==> src/hw/rtl/clni_pkg.sv <==
// Types and constants of the character display nibble interface
package clni_pkg;

    localparam int CFG_DATA_W  = 20;
    localparam int CFG_INDEX_W = 3;

    // request codes
    localparam logic [2:0] OP_TICK    = 3'd0;
    localparam logic [2:0] OP_COMMAND = 3'd1;
    localparam logic [2:0] OP_DATA    = 3'd2;
    localparam logic [2:0] OP_CURSOR  = 3'd3;
    localparam logic [2:0] OP_CLEAR   = 3'd4;
    localparam logic [2:0] OP_HOME    = 3'd5;

    // configuration register indexes
    localparam logic [CFG_INDEX_W-1:0] REG_BOOT_WAIT   = 3'd0;
    localparam logic [CFG_INDEX_W-1:0] REG_LONG_RESET  = 3'd1;
    localparam logic [CFG_INDEX_W-1:0] REG_SHORT_RESET = 3'd2;
    localparam logic [CFG_INDEX_W-1:0] REG_ENABLE      = 3'd3;
    localparam logic [CFG_INDEX_W-1:0] REG_COMMAND     = 3'd4;
    localparam logic [CFG_INDEX_W-1:0] REG_DATA        = 3'd5;
    localparam logic [CFG_INDEX_W-1:0] REG_CLEAR_HOME  = 3'd6;

    // register reset values
    localparam logic [19:0] RST_BOOT_WAIT   = 20'd15000;
    localparam logic [19:0] RST_LONG_RESET  = 20'd5000;
    localparam logic [19:0] RST_SHORT_RESET = 20'd1000;
    localparam logic [7:0]  RST_ENABLE      = 8'd20;
    localparam logic [15:0] RST_COMMAND     = 16'd42;
    localparam logic [15:0] RST_DATA        = 16'd46;
    localparam logic [19:0] RST_CLEAR_HOME  = 20'd2000;

    // controller bytes and nibbles
    localparam logic [7:0] CMD_FUNCTION_SET = 8'h28;
    localparam logic [7:0] CMD_DISPLAY_ON   = 8'h0C;
    localparam logic [7:0] CMD_ENTRY_MODE   = 8'h06;
    localparam logic [7:0] CMD_CLEAR        = 8'h01;
    localparam logic [7:0] CMD_HOME         = 8'h02;
    localparam logic [7:0] CMD_SET_DDRAM    = 8'h80;
    localparam logic [7:0] ROW0_OFFSET      = 8'h00;
    localparam logic [7:0] ROW1_OFFSET      = 8'h40;
    localparam logic [3:0] NIB_SOFT_RESET   = 4'h3;
    localparam logic [3:0] NIB_FOUR_BIT     = 4'h2;

    typedef enum logic [4:0] {
        S_BOOT       = 5'd0,
        S_RST1_EN    = 5'd1,
        S_RST1_WAIT  = 5'd2,
        S_RST2_EN    = 5'd3,
        S_RST2_WAIT  = 5'd4,
        S_RST3_EN    = 5'd5,
        S_RST3_WAIT  = 5'd6,
        S_MODE_EN    = 5'd7,
        S_MODE_WAIT  = 5'd8,
        S_FUNC_HI    = 5'd9,
        S_FUNC_GAP   = 5'd10,
        S_FUNC_LO    = 5'd11,
        S_FUNC_WAIT  = 5'd12,
        S_DISP_HI    = 5'd13,
        S_DISP_GAP   = 5'd14,
        S_DISP_LO    = 5'd15,
        S_DISP_WAIT  = 5'd16,
        S_ENTRY_HI   = 5'd17,
        S_ENTRY_GAP  = 5'd18,
        S_ENTRY_LO   = 5'd19,
        S_ENTRY_WAIT = 5'd20,
        S_BYTE_HI    = 5'd21,
        S_BYTE_GAP   = 5'd22,
        S_BYTE_LO    = 5'd23,
        S_BYTE_WAIT  = 5'd24,
        S_LONG_WAIT  = 5'd25,
        S_IDLE       = 5'd26
    } step_t;

    typedef struct packed {
        logic [19:0] boot_wait_ticks;
        logic [19:0] long_reset_ticks;
        logic [19:0] short_reset_ticks;
        logic [7:0]  enable_ticks;
        logic [15:0] command_ticks;
        logic [15:0] data_ticks;
        logic [19:0] clear_home_ticks;
    } cfg_t;

    typedef struct packed {
        logic [2:0] op;
        logic [7:0] value;
        logic [5:0] column;
        logic       row;
    } item_t;

    typedef struct packed {
        logic [3:0] pin_nibble;
        logic       pin_select;
        logic       pin_enable;
        logic       busy_res;
        logic       rejected;
    } result_t;

endpackage

==> src/hw/rtl/clni_if.sv <==
// Request and result channel interfaces of the display interface
interface clni_req_if;
    logic       valid;
    logic       ready;
    logic [2:0] op;
    logic [7:0] value;
    logic [5:0] column;
    logic       row;

    modport source (output valid, output op, output value, output column, output row,
                    input ready);
    modport sink   (input valid, input op, input value, input column, input row,
                    output ready);
endinterface

interface clni_res_if;
    logic       valid;
    logic       ready;
    logic [3:0] pin_nibble;
    logic       pin_select;
    logic       pin_enable;
    logic       busy_res;
    logic       rejected;

    modport source (output valid, output pin_nibble, output pin_select, output pin_enable,
                    output busy_res, output rejected, input ready);
    modport sink   (input valid, input pin_nibble, input pin_select, input pin_enable,
                    input busy_res, input rejected, output ready);
endinterface

==> src/hw/rtl/char_lcd_nibble_interface_core.sv <==
// Top level of the character display 4-bit bus interface
//
//   port   direction  carries
//   req    in         op, value, column, row (one tick or request per beat)
//   res    out        pin_nibble, pin_select, pin_enable, busy_res, rejected
//   cfg    in         cfg_we, cfg_index, cfg_data (write only)
//
// One beat per cycle sustained while the result is not stalled; a beat's result
// passes the input register, then the sequencer step into the result register,
// from which it is offered.
// The sequencer advances its step and wait timer once per beat while busy.
// Reset starts the boot wait of the init sequence; the timer is WAIT_BITS wide.
// A stalled result holds the result register and then the input register.
module char_lcd_nibble_interface_core #(
    parameter int WAIT_BITS = 20
) (
    input  logic                                clk,
    input  logic                                rst_n,
    clni_req_if.sink                            req,
    clni_res_if.source                          res,
    input  logic                                cfg_we,
    input  logic [clni_pkg::CFG_INDEX_W-1:0]    cfg_index,
    input  logic [clni_pkg::CFG_DATA_W-1:0]     cfg_data
);

    clni_pkg::cfg_t     cfg;
    clni_pkg::item_t    item_reg;
    clni_pkg::result_t  step_result;
    clni_pkg::result_t  out_reg;
    logic               in_valid_reg, in_valid_next;
    logic               out_valid_reg, out_valid_next;
    logic               advance;

    assign advance   = in_valid_reg && (!out_valid_reg || res.ready);
    assign req.ready = !in_valid_reg || advance;

    assign in_valid_next  = (req.valid && req.ready) ? 1'b1 : (advance ? 1'b0 : in_valid_reg);
    assign out_valid_next = advance || (out_valid_reg && !res.ready);

    clni_cfg u_cfg (
        .clk       (clk),
        .rst_n     (rst_n),
        .cfg_we    (cfg_we),
        .cfg_index (cfg_index),
        .cfg_data  (cfg_data),
        .cfg       (cfg)
    );

    clni_seq #(
        .WAIT_BITS (WAIT_BITS)
    ) u_seq (
        .clk     (clk),
        .rst_n   (rst_n),
        .step_en (advance),
        .item    (item_reg),
        .cfg     (cfg),
        .result  (step_result)
    );

    always_ff @(posedge clk or negedge rst_n)
    begin
        if (!rst_n)
        begin
            in_valid_reg  <= 1'b0;
            out_valid_reg <= 1'b0;
        end
        else
        begin
            in_valid_reg  <= in_valid_next;
            out_valid_reg <= out_valid_next;
        end
    end

    // payload registers: load on their beat, hold otherwise
    always_ff @(posedge clk)
    begin
        if (req.valid && req.ready)
        begin
            item_reg.op     <= req.op;
            item_reg.value  <= req.value;
            item_reg.column <= req.column;
            item_reg.row    <= req.row;
        end
        if (advance)
        begin
            out_reg <= step_result;
        end
    end

    assign res.valid      = out_valid_reg;
    assign res.pin_nibble = out_reg.pin_nibble;
    assign res.pin_select = out_reg.pin_select;
    assign res.pin_enable = out_reg.pin_enable;
    assign res.busy_res   = out_reg.busy_res;
    assign res.rejected   = out_reg.rejected;

endmodule

==> src/hw/rtl/clni_cfg.sv <==
// Configuration register file of the display interface
module clni_cfg (
    input  logic                                clk,
    input  logic                                rst_n,
    input  logic                                cfg_we,
    input  logic [clni_pkg::CFG_INDEX_W-1:0]    cfg_index,
    input  logic [clni_pkg::CFG_DATA_W-1:0]     cfg_data,
    output clni_pkg::cfg_t                      cfg
);

    clni_pkg::cfg_t cfg_reg;
    clni_pkg::cfg_t cfg_next;

    always_comb
    begin
        cfg_next = cfg_reg;
        if (cfg_we)
        begin
            case (cfg_index)
                clni_pkg::REG_BOOT_WAIT:   cfg_next.boot_wait_ticks   = cfg_data[19:0];
                clni_pkg::REG_LONG_RESET:  cfg_next.long_reset_ticks  = cfg_data[19:0];
                clni_pkg::REG_SHORT_RESET: cfg_next.short_reset_ticks = cfg_data[19:0];
                clni_pkg::REG_ENABLE:      cfg_next.enable_ticks      = cfg_data[7:0];
                clni_pkg::REG_COMMAND:     cfg_next.command_ticks     = cfg_data[15:0];
                clni_pkg::REG_DATA:        cfg_next.data_ticks        = cfg_data[15:0];
                clni_pkg::REG_CLEAR_HOME:  cfg_next.clear_home_ticks  = cfg_data[19:0];
                default:                   cfg_next = cfg_reg;
            endcase
        end
    end

    always_ff @(posedge clk or negedge rst_n)
    begin
        if (!rst_n)
        begin
            cfg_reg.boot_wait_ticks   <= clni_pkg::RST_BOOT_WAIT;
            cfg_reg.long_reset_ticks  <= clni_pkg::RST_LONG_RESET;
            cfg_reg.short_reset_ticks <= clni_pkg::RST_SHORT_RESET;
            cfg_reg.enable_ticks      <= clni_pkg::RST_ENABLE;
            cfg_reg.command_ticks     <= clni_pkg::RST_COMMAND;
            cfg_reg.data_ticks        <= clni_pkg::RST_DATA;
            cfg_reg.clear_home_ticks  <= clni_pkg::RST_CLEAR_HOME;
        end
        else
        begin
            cfg_reg <= cfg_next;
        end
    end

    assign cfg = cfg_reg;

endmodule

==> src/hw/rtl/clni_seq.sv <==
// Init and transfer sequencer: step, wait timer and pin levels
module clni_seq #(
    parameter int WAIT_BITS = 20
) (
    input  logic                clk,
    input  logic                rst_n,
    input  logic                step_en,
    input  clni_pkg::item_t     item,
    input  clni_pkg::cfg_t      cfg,
    output clni_pkg::result_t   result
);

    localparam int CW = (WAIT_BITS > clni_pkg::CFG_DATA_W) ? WAIT_BITS : clni_pkg::CFG_DATA_W;
    localparam logic [CW-1:0] WAIT_MAX = CW'((64'd1 << WAIT_BITS) - 64'd1);

    clni_pkg::step_t         step_reg, step_next, target;
    logic [WAIT_BITS-1:0]    wait_reg, wait_next, wait_inc;
    logic [7:0]              byte_reg, byte_next;
    logic                    select_reg, select_next;
    logic                    long_reg, long_next;
    logic [3:0]              nibble_reg, nibble_next;
    logic                    enable_reg, enable_next;
    logic [clni_pkg::CFG_DATA_W-1:0] dur_raw;
    logic [CW-1:0]           dur_ext, dur_lim;
    logic                    done, request, idle, rejected;
    logic [7:0]              cursor_byte;

    assign idle    = (step_reg == clni_pkg::S_IDLE);
    assign request = (item.op >= clni_pkg::OP_COMMAND) && (item.op <= clni_pkg::OP_HOME);
    assign cursor_byte = clni_pkg::CMD_SET_DDRAM
                       + (item.row ? clni_pkg::ROW1_OFFSET : clni_pkg::ROW0_OFFSET)
                       + {2'b00, item.column};

    // duration of the current step
    always_comb
    begin
        case (step_reg)
            clni_pkg::S_BOOT:
                dur_raw = cfg.boot_wait_ticks;
            clni_pkg::S_RST1_EN, clni_pkg::S_RST2_EN, clni_pkg::S_RST3_EN,
            clni_pkg::S_MODE_EN,
            clni_pkg::S_FUNC_HI, clni_pkg::S_FUNC_LO, clni_pkg::S_DISP_HI,
            clni_pkg::S_DISP_LO, clni_pkg::S_ENTRY_HI, clni_pkg::S_ENTRY_LO,
            clni_pkg::S_BYTE_HI, clni_pkg::S_BYTE_LO:
                dur_raw = {12'd0, cfg.enable_ticks};
            clni_pkg::S_RST1_WAIT, clni_pkg::S_MODE_WAIT:
                dur_raw = cfg.long_reset_ticks;
            clni_pkg::S_RST2_WAIT, clni_pkg::S_RST3_WAIT:
                dur_raw = cfg.short_reset_ticks;
            clni_pkg::S_FUNC_GAP, clni_pkg::S_DISP_GAP, clni_pkg::S_ENTRY_GAP,
            clni_pkg::S_BYTE_GAP:
                dur_raw = clni_pkg::CFG_DATA_W'(1);
            clni_pkg::S_FUNC_WAIT, clni_pkg::S_DISP_WAIT, clni_pkg::S_ENTRY_WAIT,
            clni_pkg::S_BYTE_WAIT:
                dur_raw = {4'd0, select_reg ? cfg.data_ticks : cfg.command_ticks};
            clni_pkg::S_LONG_WAIT:
                dur_raw = cfg.clear_home_ticks;
            default:
                dur_raw = '0;
        endcase
    end

    assign dur_ext  = CW'(dur_raw);
    assign dur_lim  = (dur_ext > WAIT_MAX) ? WAIT_MAX : dur_ext;
    assign wait_inc = wait_reg + {{(WAIT_BITS-1){1'b0}}, 1'b1};
    assign done     = (CW'(wait_inc) >= dur_lim);

    always_comb
    begin
        step_next   = step_reg;
        wait_next   = wait_reg;
        byte_next   = byte_reg;
        select_next = select_reg;
        long_next   = long_reg;
        nibble_next = nibble_reg;
        enable_next = enable_reg;
        target      = step_reg;
        rejected    = 1'b0;

        if (step_en)
        begin
            if (idle && request)
            begin
                select_next = (item.op == clni_pkg::OP_DATA);
                long_next   = (item.op == clni_pkg::OP_CLEAR) || (item.op == clni_pkg::OP_HOME);
                case (item.op)
                    clni_pkg::OP_COMMAND, clni_pkg::OP_DATA: byte_next = item.value;
                    clni_pkg::OP_CURSOR: byte_next = cursor_byte;
                    clni_pkg::OP_CLEAR:  byte_next = clni_pkg::CMD_CLEAR;
                    default:             byte_next = clni_pkg::CMD_HOME;
                endcase
                step_next   = clni_pkg::S_BYTE_HI;
                wait_next   = '0;
                nibble_next = byte_next[7:4];
                enable_next = 1'b1;
            end
            else
            begin
                rejected = request;
                if (!idle)
                begin
                    wait_next = wait_inc;
                    if (done)
                    begin
                        case (step_reg)
                            clni_pkg::S_ENTRY_WAIT:
                            begin
                                // init ends with a clear and its long wait
                                target      = clni_pkg::S_BYTE_HI;
                                byte_next   = clni_pkg::CMD_CLEAR;
                                select_next = 1'b0;
                                long_next   = 1'b1;
                            end
                            clni_pkg::S_BYTE_WAIT:
                                target = long_reg ? clni_pkg::S_LONG_WAIT : clni_pkg::S_IDLE;
                            clni_pkg::S_LONG_WAIT, clni_pkg::S_IDLE:
                                target = clni_pkg::S_IDLE;
                            default:
                                target = clni_pkg::step_t'(5'(step_reg + 5'd1));
                        endcase

                        step_next = target;
                        wait_next = '0;
                        case (target)
                            clni_pkg::S_RST1_EN, clni_pkg::S_RST2_EN, clni_pkg::S_RST3_EN:
                            begin
                                nibble_next = clni_pkg::NIB_SOFT_RESET;
                                enable_next = 1'b1;
                            end
                            clni_pkg::S_MODE_EN:
                            begin
                                nibble_next = clni_pkg::NIB_FOUR_BIT;
                                enable_next = 1'b1;
                            end
                            clni_pkg::S_FUNC_HI, clni_pkg::S_DISP_HI, clni_pkg::S_ENTRY_HI:
                            begin
                                case (target)
                                    clni_pkg::S_FUNC_HI: byte_next = clni_pkg::CMD_FUNCTION_SET;
                                    clni_pkg::S_DISP_HI: byte_next = clni_pkg::CMD_DISPLAY_ON;
                                    default:             byte_next = clni_pkg::CMD_ENTRY_MODE;
                                endcase
                                select_next = 1'b0;
                                long_next   = 1'b0;
                                nibble_next = byte_next[7:4];
                                enable_next = 1'b1;
                            end
                            clni_pkg::S_BYTE_HI:
                            begin
                                nibble_next = byte_next[7:4];
                                enable_next = 1'b1;
                            end
                            clni_pkg::S_FUNC_LO, clni_pkg::S_DISP_LO, clni_pkg::S_ENTRY_LO,
                            clni_pkg::S_BYTE_LO:
                            begin
                                nibble_next = byte_reg[3:0];
                                enable_next = 1'b1;
                            end
                            default:
                                enable_next = 1'b0;
                        endcase
                    end
                end
            end
        end
    end

    always_ff @(posedge clk or negedge rst_n)
    begin
        if (!rst_n)
        begin
            step_reg   <= clni_pkg::S_BOOT;
            wait_reg   <= '0;
            byte_reg   <= '0;
            select_reg <= 1'b0;
            long_reg   <= 1'b0;
            nibble_reg <= '0;
            enable_reg <= 1'b0;
        end
        else
        begin
            step_reg   <= step_next;
            wait_reg   <= wait_next;
            byte_reg   <= byte_next;
            select_reg <= select_next;
            long_reg   <= long_next;
            nibble_reg <= nibble_next;
            enable_reg <= enable_next;
        end
    end

    assign result.pin_nibble = nibble_next;
    assign result.pin_select = select_next;
    assign result.pin_enable = enable_next;
    assign result.busy_res   = (step_next != clni_pkg::S_IDLE);
    assign result.rejected   = rejected;

endmodule

==> src/flat_wrapper.sv <==
// flat-port wrapper written by rule: the top's interface ports become plain ports
module char_lcd_nibble_interface_core_flat 
#(
    parameter int WAIT_BITS = 20
)
  (clk, rst_n, cfg_we, cfg_index, cfg_data, req_valid, req_op, req_value, req_column, req_row, req_ready, res_valid, res_pin_nibble, res_pin_select, res_pin_enable, res_busy_res, res_rejected, res_ready);
  clni_req_if req_i ();
  clni_res_if res_i ();
  input  logic clk;
  input  logic rst_n;
  input  logic cfg_we;
  input  logic [clni_pkg::CFG_INDEX_W-1:0] cfg_index;
  input  logic [clni_pkg::CFG_DATA_W-1:0] cfg_data;
  input wire logic [$bits(req_i.valid)-1:0] req_valid;
  input wire logic [$bits(req_i.op)-1:0] req_op;
  input wire logic [$bits(req_i.value)-1:0] req_value;
  input wire logic [$bits(req_i.column)-1:0] req_column;
  input wire logic [$bits(req_i.row)-1:0] req_row;
  output wire logic [$bits(req_i.ready)-1:0] req_ready;
  output wire logic [$bits(res_i.valid)-1:0] res_valid;
  output wire logic [$bits(res_i.pin_nibble)-1:0] res_pin_nibble;
  output wire logic [$bits(res_i.pin_select)-1:0] res_pin_select;
  output wire logic [$bits(res_i.pin_enable)-1:0] res_pin_enable;
  output wire logic [$bits(res_i.busy_res)-1:0] res_busy_res;
  output wire logic [$bits(res_i.rejected)-1:0] res_rejected;
  input wire logic [$bits(res_i.ready)-1:0] res_ready;
  assign req_i.valid = req_valid;
  assign req_i.op = req_op;
  assign req_i.value = req_value;
  assign req_i.column = req_column;
  assign req_i.row = req_row;
  assign req_ready = req_i.ready;
  assign res_valid = res_i.valid;
  assign res_pin_nibble = res_i.pin_nibble;
  assign res_pin_select = res_i.pin_select;
  assign res_pin_enable = res_i.pin_enable;
  assign res_busy_res = res_i.busy_res;
  assign res_rejected = res_i.rejected;
  assign res_i.ready = res_ready;
  char_lcd_nibble_interface_core #(.WAIT_BITS(WAIT_BITS)) u_core (.clk(clk), .rst_n(rst_n), .req(req_i), .res(res_i), .cfg_we(cfg_we), .cfg_index(cfg_index), .cfg_data(cfg_data));
endmodule
==> config.mk <==
export PLATFORM = sky130hd
export DESIGN_NAME = char_lcd_nibble_interface_core_flat
export DESIGN_NICKNAME = d
export VERILOG_FILES = /design/src/hw/rtl/clni_pkg.sv /design/src/hw/rtl/clni_if.sv /design/src/hw/rtl/char_lcd_nibble_interface_core.sv /design/src/hw/rtl/clni_cfg.sv /design/src/hw/rtl/clni_seq.sv /design/src/flat_wrapper.sv
export SDC_FILE = /design/constraint.sdc
export NUM_CORES = 1
export LEC_CHECK = 0
export BUFFER_PORTS_ARGS = -buffer_cell sky130_fd_sc_hd__buf_2
export CORE_UTILIZATION = 61
export DETAILED_ROUTE_END_ITERATION = 8
export PLACE_DENSITY = 0.8
export RECOVER_POWER = 25
export SLEW_MARGIN = 20
export SYNTH_ARGS = -nofsm -noshare
export SYNTH_HDL_FRONTEND = slang
export SYNTH_SLANG_ARGS = --single-unit
==> constraint.sdc <==
create_clock -name clk -period 6.05 [get_ports clk]
set_input_delay 0 -clock clk [delete_from_list [all_inputs] [get_ports clk]]
set_output_delay 0 -clock clk [all_outputs]
set_load 0.005 [all_outputs]
## Word level (Yosys, flattened, before mapping)

Cells that the tools add are included.

- Order comparisons: 4
- Add/sub/neg operators: 4
- Multiplexer cells: 47
- Equal/unequal tests: 51
- Reduce and logical (&&, ||, !) cells: 38

Operators by type and width:

| cell | count |
|---|---|
| $pmux 20 s7 | 1 |
| $mux 20 | 4 |
| $eq 5x5->1 const B | 15 |
| $eq 5x4->1 const B | 12 |
| $mux 5 | 8 |
| $mux 8 | 5 |
| $eq 5x3->1 const B | 6 |
| $pmux 8 s3 | 1 |
| $reduce_or 12->1 | 2 |
| $add 20x1->20 const B | 1 |
| $ge 20x20->1 | 1 |
| $gt 20x20->1 const B | 1 |
| $pmux 4 s5 | 1 |
| $mux 1 | 18 |
| $mux 16 | 1 |
| $mux 4 | 4 |
| $reduce_and 2->1 | 8 |
| $eq 3x3->1 const B | 5 |
| $eq 5x2->1 const B | 3 |
| $pmux 5 s3 | 1 |
| $eq 3x2->1 const B | 4 |
| $pmux 6 s2 | 1 |
| $reduce_or 4->1 | 3 |
| $eq 5x1->1 const B | 2 |
| 21 further kinds | 36 |

- Word-level logic and storage cells: 170
- Input bits: 46
- Flip-flop bits (word level): 188
- Output and inout port bits: 10

## Depth between registers and ports, before layout

- Depth in word-level cells: 17
- Depth in mapped cells: 18
- Gate-level depth less buffers: 16

## Cells and area by module

Synthesis repeated with hierarchy kept, for this count alone.

- Cell total of the unflattened synthesis: 762
- Area, all modules: 9456.6 µm²

Modules (own cells, without submodules):

| module | sequential area each (µm²) | cells each | area an instance (µm²) | instances |
|---|---|---|---|---|
| clni_cfg | 3044.2 | 258 | 4541.9 | 1 |
| clni_seq | 1001.0 | 470 | 4030.1 | 1 |
| char_lcd_nibble_interface_core | 830.8 | 34 | 884.6 | 1 |

## Least setup slack after synthesis

OpenSTA, ideal clock, no wires.

- Path kind: register -> register
- From: register u_core.u_seq.step_reg[0]
- To: register u_core.out_reg (netlist bit u_core.res.busy_res) (data pin)
- Data arrival time: 3.741 ns
- Stages on the path, launching flop included: 17
- Setup time: 0.276 ns
- Buffers on the path: 2
- Required time: 5.774 ns
- Clock period less this slack: 4.018 ns
- Path slack: 2.032 ns
- Path through: dfrtp_1 -> inv_1 -> ha_1 -> nor2_1 -> nor3_1 -> clkbuf_1 -> buf_1 -> a222oi_1 -> o2111ai_1 -> ha_1 -> nand2b_1 -> a2111oi_0 -> o311ai_1 -> o21a_1 -> a211o_1 -> a221oi_1 -> nand4_1

RTL lines:

| what | line | RTL |
|---|---|---|
| start: declaration | clni_seq.sv:16 | `clni_pkg::step_t step_reg, step_next, target;` |
| start signal: assignment | clni_seq.sv:171 | `step_reg <= clni_pkg::S_BOOT;` |
| start signal: assignment | clni_seq.sv:181 | `step_reg <= step_next;` |
| end signal: assignment | char_lcd_nibble_interface_core.sv:86 | `out_reg <= step_result;` |
| end: declaration | char_lcd_nibble_interface_core.sv:29 | `clni_pkg::result_t out_reg;` |

## Worst setup path after layout

- From: register u_core.u_seq.step_reg[0]
- To: register u_core.u_seq.wait_reg[8]

- Longest elaborated chain between the ends: 9
- Elaborated cells on any way between the ends: 42
- Those cells by class: order compare (2); eq/ne (27); mux (5); reduce/logical (8)

RTL lines:

| what | line | RTL |
|---|---|---|
| $eq 5x1->1 (tied with other cells) | clni_seq.sv:37 | `case (step_reg)` |
| $reduce_or 12->1 (tied with other cells) | clni_seq.sv:37 |  |
| $pmux 20 s7 | clni_seq.sv:37 |  |
| $gt 20x20->1 | clni_seq.sv:64 | `assign dur_lim = (dur_ext > WAIT_MAX) ? WAIT_MAX : dur_ext;` |
| $mux 20 | clni_seq.sv:64 |  |
| $ge 20x20->1 | clni_seq.sv:66 | `assign done = (CW'(wait_inc) >= dur_lim);` |
| $mux 20 | clni_seq.sv:103 | `if (done)` |
| $mux 20 | clni_seq.sv:100 | `if (!idle)` |
| $mux 20 | clni_seq.sv:82 | `if (idle && request)` |
| end signal: assignment | clni_seq.sv:182 | `wait_reg <= wait_next;` |
| end: declaration | clni_seq.sv:17 | `logic [WAIT_BITS-1:0] wait_reg, wait_next, wait_inc;` |

Parallel ways exist; a longest one is shown, timed or not. The select of a mux whose other input is x is not followed.
A chain may end at the register's enable or synchronous reset.

==> flow_summary.json <==
{
  "crit_required_ns": 6.40,
  "antenna_cells": 0,
  "synth_xor_area_share_pct": 2.18,
  "largest_register_ff_count": 120,
  "coreArea_sq_um": 14700,
  "multi_input_area_sq_um": 4240,
  "critPathMostFrequentCell": "ha_1",
  "critPathMaxStageDelay_ns": 0.70,
  "fin_setup_tns_ns": 0,
  "die_area_sq_um": 15700,
  "cts_root_buffer": "clkbuf_16",
  "drive_gt1_share_pct": 31.9,
  "whs_path_depth": 3,
  "synth_top_family_by_area": "multiplexers",
  "htree_levels": 4,
  "yosysWarnings": 0,
  "finalCriticalPeriod_ns": 4.97,
  "ys_async_sr_fraction_pct": 86.2,
  "p_total_mw": 4.00,
  "cts_tree": "yes",
  "vdd_drop_max_mv": 0.346,
  "die_w_microns": 125,
  "port_buffers": 55,
  "synth_area_sq_um": 9260,
  "clk_pin_slew_worst_paths_ns": 0.07,
  "final_nets": 901,
  "max_slew_margin_pct": -202,
  "fmax_mhz": 201,
  "hold_viol": 0,
  "synth_ff_type": "dfrtp_1",
  "ys_ff_latch": 188,
  "powerDensity_nw_per_um2": 372,
  "critPathTopFamily": "simple AND/OR/NAND/NOR gates",
  "skew_ns": 0.0115,
  "tightest_slew_ns": 4.52,
  "placed_cell_area_sq_um": 9750,
  "seq_area_frac_synth_pct": 52.6,
  "finalSetupViolCount": 0,
  "yosys.area_share.simple_pct": 8.30,
  "arrival_ns": 5.32,
  "status": "finished, violations left",
  "synth_edf_count": 26,
  "place_congestion": 0.885,
  "routed_wl_microns": 22100,
  "grt_pass1_wl_microns": 36000,
  "wl_per_cell_microns": 21.6,
  "path_max_fanout": 19,
  "firstDrtPassIters": 9,
  "p_leak_nw": 4.60,
  "violations": "capacitance limit, slew limit",
  "fin_area_sq_um": 10700,
  "grt_pass1_vias": 6992,
  "cts_sinks": 188,
  "avgSynthCellArea_sq_um": 12.6,
  "cts_buffers": 17,
  "synth_compound_area_share_pct": 13.6,
  "muxShareOfSynthArea_pct": 17.6,
  "hold_path_class": "in2reg",
  "postCtsSetupRepairBufs": 0,
  "grt_remaining_overflow": 0,
  "track_usage_pct": 29.6,
  "seq_area_sq_um": 4880,
  "synthesis.instances": 737,
  "critPathCaptureType": "register",
  "drtIter0Drc": 543,
  "die_h_microns": 125,
  "clockBufferDepth": 2,
  "crit_chain": "inv_1 -> ha_1 -> mux2i_1 -> nor3_4 -> buf_4 -> a22oi_1 -> o211a_1 -> ha_1 -> a21o_1 -> a211oi_1 -> nand4_1 -> o21a_1 -> nor2_2 -> a21oi_1 -> o21ai_0",
  "path_class": "reg2reg",
  "clk_latency_ns": 0.44,
  "rsz0062_at_grt": "no",
  "boundaryPins": 56,
  "critical_path_buf_inv_count": 2,
  "slew_viol_final": 84,
  "synth_adder_area_share_pct": 3.51,
  "dp_hpwl_microns": 14400,
  "reg2regPathDepth": 15,
  "syn_to_final_growth_pct": 15.8,
  "routed_via_density": 6.39,
  "cp.depth": 15,
  "ys_types": 70,
  "start_util_pct": 63.0,
  "drc": 0,
  "ant_nets": 0,
  "drv_cap": 1,
  "crit_slowest_cell": "nor2_2",
  "dr_total_vias": 6555,
  "r2r_setup_slack_ns": 1.08,
  "synth_fp_nets": 809,
  "start_kind": "register",
  "fin_crit_sh_pct": 82.2,
  "grt_max_degree": 84,
  "antenna_found_initial": 0,
  "num-fill-cells": 959,
  "rows": 44
}
worst register-to-register path: stages (launching register included):
cell,delay (ns)
dfrtp_1,0.47
inv_1,0.17
ha_1,0.40
mux2i_1,0.22
nor3_4,0.61
buf_4,0.29
a22oi_1,0.10
o211a_1,0.14
ha_1,0.31
a21o_1,0.20
a211oi_1,0.39
nand4_1,0.21
o21a_1,0.30
nor2_2,0.70
a21oi_1,0.18
o21ai_0,0.17
layout make-up:
class / instances / area share, %
flip-flops and latches: 188 / 45.5
multi-input cells: 501 / 39.6
repair buffers: 107 / 7.09
clock buffers: 18 / 4.09
well taps: 184 / 2.15
clock inverters: 14 / 1.13
inverters: 14 / 0.490
report_power, final:
part / internal, mW / leakage (nW) / switching [mW]
sequential: 1.57 / 2.18 / 0.202
clock: 0.555 / 0.285 / 0.518
combinational: 0.540 / 2.13 / 0.609
logic make-up (layout without fill, tap and decap cells):
kind of cell	Yosys count	count (layout)
AND/OR/NAND/NOR	143	143
AO/OA/AOI/OAI	162	162
buffers and inverters	48	153
adder cells (fa/ha/maj)	26	26
XOR/XNOR	23	23
multiplexers	147	147
flip-flops	188	188
through the flow:
stage,setup slack [ns],instances,hold WS [ns],utilization (%)
after floorplan,2.03,737,-0.296,-
after global routing,0.566,1026,0.208,73.0
final,1.08,1026,0.207,73.0
after detailed placement,1.01,952,0.0980,66.3
after CTS,0.898,1026,0.197,73.0
after global placement,1.11,952,0.0810,66.3
what timing repair did:
action	CTS	global route
hold buffers	42	0
resized for setup	0	0
endpoints found under the hold margin	213	0
final timing paths:
path	startpoint	to
setup / recovery	u_core.u_seq.step_reg[0]	u_core.u_seq.wait_reg[8]
hold / removal	cfg_index[1]	u_core.u_cfg.cfg[44]
setup reg to reg	u_core.u_seq.step_reg[0]	u_core.u_seq.wait_reg[8]
hold reg to reg	u_core.u_seq.byte_reg[4]	u_core.u_seq.byte_reg[4]
max in group asynchronous	rst_n	u_core.u_seq.select_reg
min in group asynchronous	rst_n	u_core.u_seq.nibble_reg[2]
layout by cell type (no fill, tap or decap), types with 14 or more instances in the layout:
| cell | n |
|---|---|
| a22o_1 | 26 |
| a22oi_1 | 37 |
| buf_2 | 53 |
| clkbuf_16 | 17 |
| dfrtp_1 | 128 |
| dfstp_2 | 32 |
| dlygate4sd3_1 | 42 |
| edfxtp_1 | 26 |
| ha_1 | 26 |
| inv_1 | 14 |
| mux2_2 | 122 |
| mux2i_1 | 22 |
| nand2_1 | 35 |
| nor2_1 | 34 |
synth_stat cells (all sizes together) (4+ instances only):
cell type / count / area (sq um)
and2: 7 / 43.8
nor2: 36 / 140
edfxtp: 26 / 781
o211a: 9 / 90.1
a21o: 8 / 60.1
nand2: 35 / 131
inv: 14 / 52.6
mux2: 125 / 1410
nand2b: 10 / 62.6
mux2i: 22 / 220
dfrtp: 129 / 3230
o21a: 4 / 37.5
ha: 26 / 325
a211oi: 9 / 72.6
o21ai: 15 / 78.8
dfstp: 33 / 867
a22o: 26 / 228
xor2: 11 / 96.3
a22oi: 37 / 278
nand4b: 4 / 41.3
nor3: 11 / 77.6
xnor2: 12 / 105
nand4: 7 / 43.8
buf: 6 / 41.3
nand3: 14 / 75.1
a221oi: 6 / 52.6
and3: 4 / 25.0
a21oi: 14 / 73.8
a221o: 5 / 50.1
clkbuf: 28 / 105
layer usage:
layer  track usage, %  wire [microns]  vias to the layer above
met5                0               0                        -
met4             9.54             405                        0
met3             6.25            1070                       36
met2             50.2           11200                      208
met1             38.2            9420                     3349
li1                 -               -                     2962
Note: power is estimated with default switching activity, not from simulation.
